File: src/ssbe_pkg.sv
// Shared types and constants of the swept box envelope block.
// No dependencies; used by the interfaces, controller, datapath, top level and testbench.
package ssbe_pkg;

  localparam int NUM_AXES  = 3;
  localparam int ENV_W     = 32;
  localparam int REG_IDX_W = 3;

  // Configuration register indexes
  localparam logic [REG_IDX_W-1:0] REG_BOX_MIN_X    = 3'd0;
  localparam logic [REG_IDX_W-1:0] REG_BOX_MIN_Y    = 3'd1;
  localparam logic [REG_IDX_W-1:0] REG_BOX_MIN_Z    = 3'd2;
  localparam logic [REG_IDX_W-1:0] REG_BOX_MAX_X    = 3'd3;
  localparam logic [REG_IDX_W-1:0] REG_BOX_MAX_Y    = 3'd4;
  localparam logic [REG_IDX_W-1:0] REG_BOX_MAX_Z    = 3'd5;
  localparam logic [REG_IDX_W-1:0] REG_BOX_VALID    = 3'd6;
  localparam logic [REG_IDX_W-1:0] REG_SCENE_EXTENT = 3'd7;

  typedef enum logic [3:0] {
    ST_IDLE, ST_PREP, ST_E2, ST_E2SAVE, ST_AXINIT, ST_R0,
    ST_RTINIT, ST_RT, ST_TRAVEL, ST_WIDEN, ST_EMIT
  } state_e;

  typedef enum logic [3:0] {
    OP_NONE, OP_LOAD, OP_PREP, OP_MUL, OP_E2SAVE, OP_AXINIT,
    OP_RTINIT, OP_RTSTEP, OP_TRAVEL, OP_WIDEN, OP_EMIT
  } op_e;

  typedef struct packed {
    op_e        op;
    logic [1:0] axis;
  } cmd_t;

  typedef struct packed {
    logic s_zero;
    logic last;
    logic out_free;
  } status_t;

endpackage

File: src/ssbe_ctrl.sv
// Sequencer of the swept box envelope: steps the datapath through one direction.
// Depends on ssbe_pkg (state_e, cmd_t, status_t).
module ssbe_ctrl #(
  parameter int DIR_BITS   = 16,
  parameter int COORD_BITS = 31
) (
  input  logic              clk_i,
  input  logic              rst_ni,
  input  logic              in_valid_i,
  output logic              in_ready_o,
  input  ssbe_pkg::status_t st_i,
  output ssbe_pkg::cmd_t    cmd_o
);
  import ssbe_pkg::*;

  localparam int KB   = COORD_BITS + 1;
  localparam int MAXN = (KB > 2 * DIR_BITS) ? KB : 2 * DIR_BITS;
  localparam int CNTW = $clog2(MAXN + 1);

  state_e            state_q, state_d;
  logic [CNTW-1:0]   cnt_q, cnt_d;
  logic [1:0]        axis_q, axis_d;

  always_ff @(posedge clk_i or negedge rst_ni) begin
    if (!rst_ni) begin
      state_q <= ST_IDLE;
      cnt_q   <= '0;
      axis_q  <= '0;
    end else begin
      state_q <= state_d;
      cnt_q   <= cnt_d;
      axis_q  <= axis_d;
    end
  end

  always_comb begin
    state_d    = state_q;
    cnt_d      = cnt_q;
    axis_d     = axis_q;
    in_ready_o = 1'b0;
    cmd_o.op   = OP_NONE;
    cmd_o.axis = axis_q;
    unique case (state_q)
      ST_IDLE: begin
        in_ready_o = 1'b1;
        if (in_valid_i) begin
          cmd_o.op = OP_LOAD;
          state_d  = ST_PREP;
        end
      end
      ST_PREP: begin
        cmd_o.op = OP_PREP;
        if (st_i.s_zero) begin
          state_d = ST_WIDEN;
        end else begin
          cnt_d   = CNTW'(COORD_BITS);
          state_d = ST_E2;
        end
      end
      ST_E2: begin
        cmd_o.op = OP_MUL;
        cnt_d    = cnt_q - 1'b1;
        if (cnt_q == CNTW'(1)) state_d = ST_E2SAVE;
      end
      ST_E2SAVE: begin
        cmd_o.op = OP_E2SAVE;
        axis_d   = '0;
        state_d  = ST_AXINIT;
      end
      ST_AXINIT: begin
        cmd_o.op = OP_AXINIT;
        cnt_d    = CNTW'(2 * DIR_BITS);
        state_d  = ST_R0;
      end
      ST_R0: begin
        cmd_o.op = OP_MUL;
        cnt_d    = cnt_q - 1'b1;
        if (cnt_q == CNTW'(1)) state_d = ST_RTINIT;
      end
      ST_RTINIT: begin
        cmd_o.op = OP_RTINIT;
        cnt_d    = CNTW'(KB);
        state_d  = ST_RT;
      end
      ST_RT: begin
        cmd_o.op = OP_RTSTEP;
        cnt_d    = cnt_q - 1'b1;
        if (cnt_q == CNTW'(1)) state_d = ST_TRAVEL;
      end
      ST_TRAVEL: begin
        cmd_o.op = OP_TRAVEL;
        if (axis_q == 2'(NUM_AXES - 1)) begin
          state_d = ST_WIDEN;
        end else begin
          axis_d  = axis_q + 1'b1;
          state_d = ST_AXINIT;
        end
      end
      ST_WIDEN: begin
        cmd_o.op = OP_WIDEN;
        state_d  = st_i.last ? ST_EMIT : ST_IDLE;
      end
      ST_EMIT: begin
        if (st_i.out_free) begin
          cmd_o.op = OP_EMIT;
          state_d  = ST_IDLE;
        end
      end
      default: state_d = ST_IDLE;
    endcase
  end

endmodule

File: config.mk
export PLATFORM = sky130hd
export DESIGN_NAME = ssbe_ctrl
export DESIGN_NICKNAME = d
export VERILOG_FILES = /design/src/ssbe_pkg.sv /design/src/ssbe_ctrl.sv
export SDC_FILE = /design/constraint.sdc
export NUM_CORES = 1
export LEC_CHECK = 0
export BUFFER_PORTS_ARGS = -buffer_cell sky130_fd_sc_hd__buf_2
export CAP_MARGIN = 20
export CELL_PAD_IN_SITES_DETAIL_PLACEMENT = 1
export CELL_PAD_IN_SITES_GLOBAL_PLACEMENT = 1
export CORE_ASPECT_RATIO = 1.75
export CORE_MARGIN = 2
export CORE_UTILIZATION = 38
export CTS_CLUSTER_SIZE = 20
export DETAILED_ROUTE_END_ITERATION = 8
export MAX_ROUTING_LAYER = met4
export PLACE_DENSITY = 0.78
export SYNTH_ARGS = -nofsm -noshare
export SYNTH_HDL_FRONTEND = slang
export SYNTH_SLANG_ARGS = --single-unit
export TNS_END_PERCENT = 20
File: constraint.sdc
create_clock -name clk_i -period 1.6 [get_ports clk_i]
set_input_delay 0.32 -clock clk_i [delete_from_list [all_inputs] [get_ports clk_i]]
set_output_delay 0.32 -clock clk_i [all_outputs]
set_load 0.02 [all_outputs]
==> qor.txt <==
result of the run: complete, but fails checks
failing checks: setup timing
endpoint kind of the worst setup timing path: output pin
DPL Wire Length: 2310 um
min-delay src: st_i[0]
TritonCTS buffer count: 3
CTS tree: yes
via count of the first global-routing pass: 1,192
share of the clock period used by the worst path after layout: 109%
count of input and output buffers: 12
clock transition at the register clock pins on the worst setup and hold paths after CTS: 0.05 ns
most instantiated flip-flop cell in the synthesis netlist: sky130_fd_sc_hd__dfrtp_1
final hold violation count: 0
minimum setup slack in the final design: -0.149 ns
share of layout cells above drive strength 1: 51.0%
detailed-router iteration count before antenna repair: 4
floorplan die area: 2970 sq um
Static Leakage: 0.664 nW
number of routed nets with antenna violations: 0
DRC violations left: 0
maximum number of pins on one net before global-route repair: 13
level count of the clock H-tree: 1
GP Congestion: 0.830
GRT overflow: 0
worst relative slew slack: 78.9%
clock sink count: 12
clock share of power: 6.9%
arrival time reported for the critical path endpoint: 1.43 ns
unrepaired setup endpoints after global routing: yes
instance count of the mapped netlist: 107
area delta synth->final: 50.1%
transition time of the tightest slew-check pin: 0.314 ns
first-pass GRT wire length: 5800 um
Sequential Power Share: 17.1%
vias per inst: 5.91
NetSw: 0.00175 W
cell total after placement: 163
Reg2Reg Launch Point: state_q[0]
share of synthesized flip-flops with an asynchronous set or reset: 100%
number of register bits inferred by synthesis: 12
final slew viol count: 0
critical path data required time: 1.28 ns
most common library cell in the layout ignoring fill and taps: sky130_fd_sc_hd__buf_4
Cell variety after synth: 39
initial antenna violation count: 0
clk buf depth: 2
Clock Skews: 0.00650 ns
count of vias placed by the detailed router: 1,023
crit path from: state_q[1]
maximum fanout count along the critical path: 7
number of placed I/O pins: 13
Syn Std Cell Area: 963 sq um
CORE AREA: 2460 sq um
Setup Crit Path Kind: reg2out
overall global routing resource usage: 26.6%
root buffer cell: sky130_fd_sc_hd__clkbuf_8
Routed WL: 3430 um
mean area per synthesized cell: 9.00 sq um
total power: 0.00391 W
switching share of power: 44.7%
Die Span X: 42.1 um
share of the yosys chip area belonging to registers: 31.2%
path class of the lowest-slack min-delay path: in2reg
number of maximum-capacitance violations: 0
Skew-Pair Late Insertion Delay: 0.24 ns
nets in the synthesized netlist: 116
maximum clock frequency: 572 MHz
minimum period implied by the final worst setup slack: 1.75 ns
initial core utilization: 39.1%
floorplan die height: 70.6 um
Int Pwr: 0.00217 W
Yosys warning total: 0
number of cell rows: 24
final-report setup violation count: 11
Layout Nets: 158
routed len/inst: 19.8 um
number of DRC markers after the initial detailed-route iteration: 11
number of enable-type register cells in the synthesized netlist: 0
power per cell area: 2710 nW/um^2
antenna fix cells: 0
final std cells w/o fill: 173
most used cells in the layout excluding fill and tap cells: sky130_fd_sc_hd__buf_4 (32), sky130_fd_sc_hd__nor2_1 (9), sky130_fd_sc_hd__dfrtp_1 (8), sky130_fd_sc_hd__buf_2 (8)
combinational group share of total power: 76.1%
Worst VDD drop: 0.00116 V
CP startpoint kind: flip-flop
## synth_stat cells (2+ instances only)
master	n	area, sq um
sky130_fd_sc_hd__o21ai_0	7	35.0
sky130_fd_sc_hd__a21oi_1	7	35.0
sky130_fd_sc_hd__o22ai_1	3	18.8
sky130_fd_sc_hd__nor2b_1	4	25.0
sky130_fd_sc_hd__dfrtp_1	12	300
sky130_fd_sc_hd__nand2b_1	6	37.5
sky130_fd_sc_hd__buf_2	3	15.0
sky130_fd_sc_hd__a21boi_0	2	15.0
sky130_fd_sc_hd__mux2_2	2	22.5
sky130_fd_sc_hd__ha_1	3	37.5
sky130_fd_sc_hd__clkbuf_1	4	15.0
sky130_fd_sc_hd__a21o_1	2	15.0
sky130_fd_sc_hd__o32ai_1	2	17.5
sky130_fd_sc_hd__mux2_1	3	33.8
sky130_fd_sc_hd__nor3b_1	2	15.0
sky130_fd_sc_hd__inv_1	7	26.3
sky130_fd_sc_hd__nor3_1	3	15.0
sky130_fd_sc_hd__o21a_1	3	22.5
sky130_fd_sc_hd__nor2_1	9	33.8
sky130_fd_sc_hd__o22a_1	3	26.3
sky130_fd_sc_hd__nand3b_1	2	15.0
## area by class of cell
cell class	count	area [sq um]
fillers	280	1020
clock buffers	3	41.3
multi-input cells	81	699
well taps	26	32.5
inverters	7	26.3
flip-flops and latches	12	305
repair buffers	44	342
## metrics by stage
stage	cell area [sq um]	utilization (%)	hold WS [ns]	setup slack [ns]	setup TNS, ns
finish	1450	58.7	0.301	-0.149	-0.991
global route	1450	58.7	0.310	-0.215	-1.76
CTS	1400	56.7	0.285	-0.164	-0.857
detailed placement	1230	49.8	0.216	-0.104	-0.410
global placement	1230	49.8	0.212	-0.0259	-0.0618
floorplan	978	-	0.0244	-0.0791	-0.263
## cells by family after synthesis
group,synth area share [%]
AO/OA/AOI/OAI,30.4
buffers and inverters,5.84
multiplexers,6.88
XOR/XNOR,0.909
flip-flops,31.2
adder cells (fa/ha/maj),3.90
AND/OR/NAND/NOR,20.9
## state kept, by name, indices dropped and copies added, names as in the netlist
name,count
state_q,4
axis_q,2
cnt_q,6
## routing by layer
| layer | vias up | GRT usage, % | part of all wire (%) |
|---|---|---|---|
| li1 | 472 | - | - |
| met1 | 512 | 27.2 | 36 |
| met2 | 26 | 47.0 | 59 |
| met3 | 13 | 3.83 | 2.0 |
| met4 | 0 | 15.6 | 3.3 |
| met5 | - | - | 0 |
## worst max-delay path: stages (launching register included)
cell and delay [ns]:
sky130_fd_sc_hd__dfrtp_2 0.44, sky130_fd_sc_hd__buf_6 0.15, sky130_fd_sc_hd__nand2b_4 0.13, sky130_fd_sc_hd__a21oi_2 0.11, sky130_fd_sc_hd__nor2_1 0.05, sky130_fd_sc_hd__o21ai_1 0.13
sky130_fd_sc_hd__buf_4 0.16
## timing repair
action	4_1_cts	5_1_grt
endpoints found under the hold margin	12	0
setup buffers	5	1
hold buffers	1	0
resized for setup	20	10
pin swaps	7	5
endpoints found under the setup margin	12	14
## worst paths after layout
check | to | cells after the start | slack [ns]
max | cmd_o[2] | 6 | -0.15
min | state_q[3] | 2 | 0.30
max reg2reg | axis_q[0] | 6 | -0.10
min reg2reg | axis_q[1] | 1 | 0.55
max in group asynchronous | state_q[2] | 2 | 0.87
min in group asynchronous | cnt_q[3] | 2 | 0.48
## power groups by stage
stage,sequential (W),combinational (W),clock (W)
after floorplan,0.000589,0.00149,0
after global placement,0.000637,0.00218,0
after detailed placement,0.000650,0.00231,0
after CTS,0.000646,0.00273,0.000285
after global routing,0.000682,0.00319,0.000295
final,0.000668,0.00298,0.000269
No activity file was read; power rests on OpenSTA's default activity.
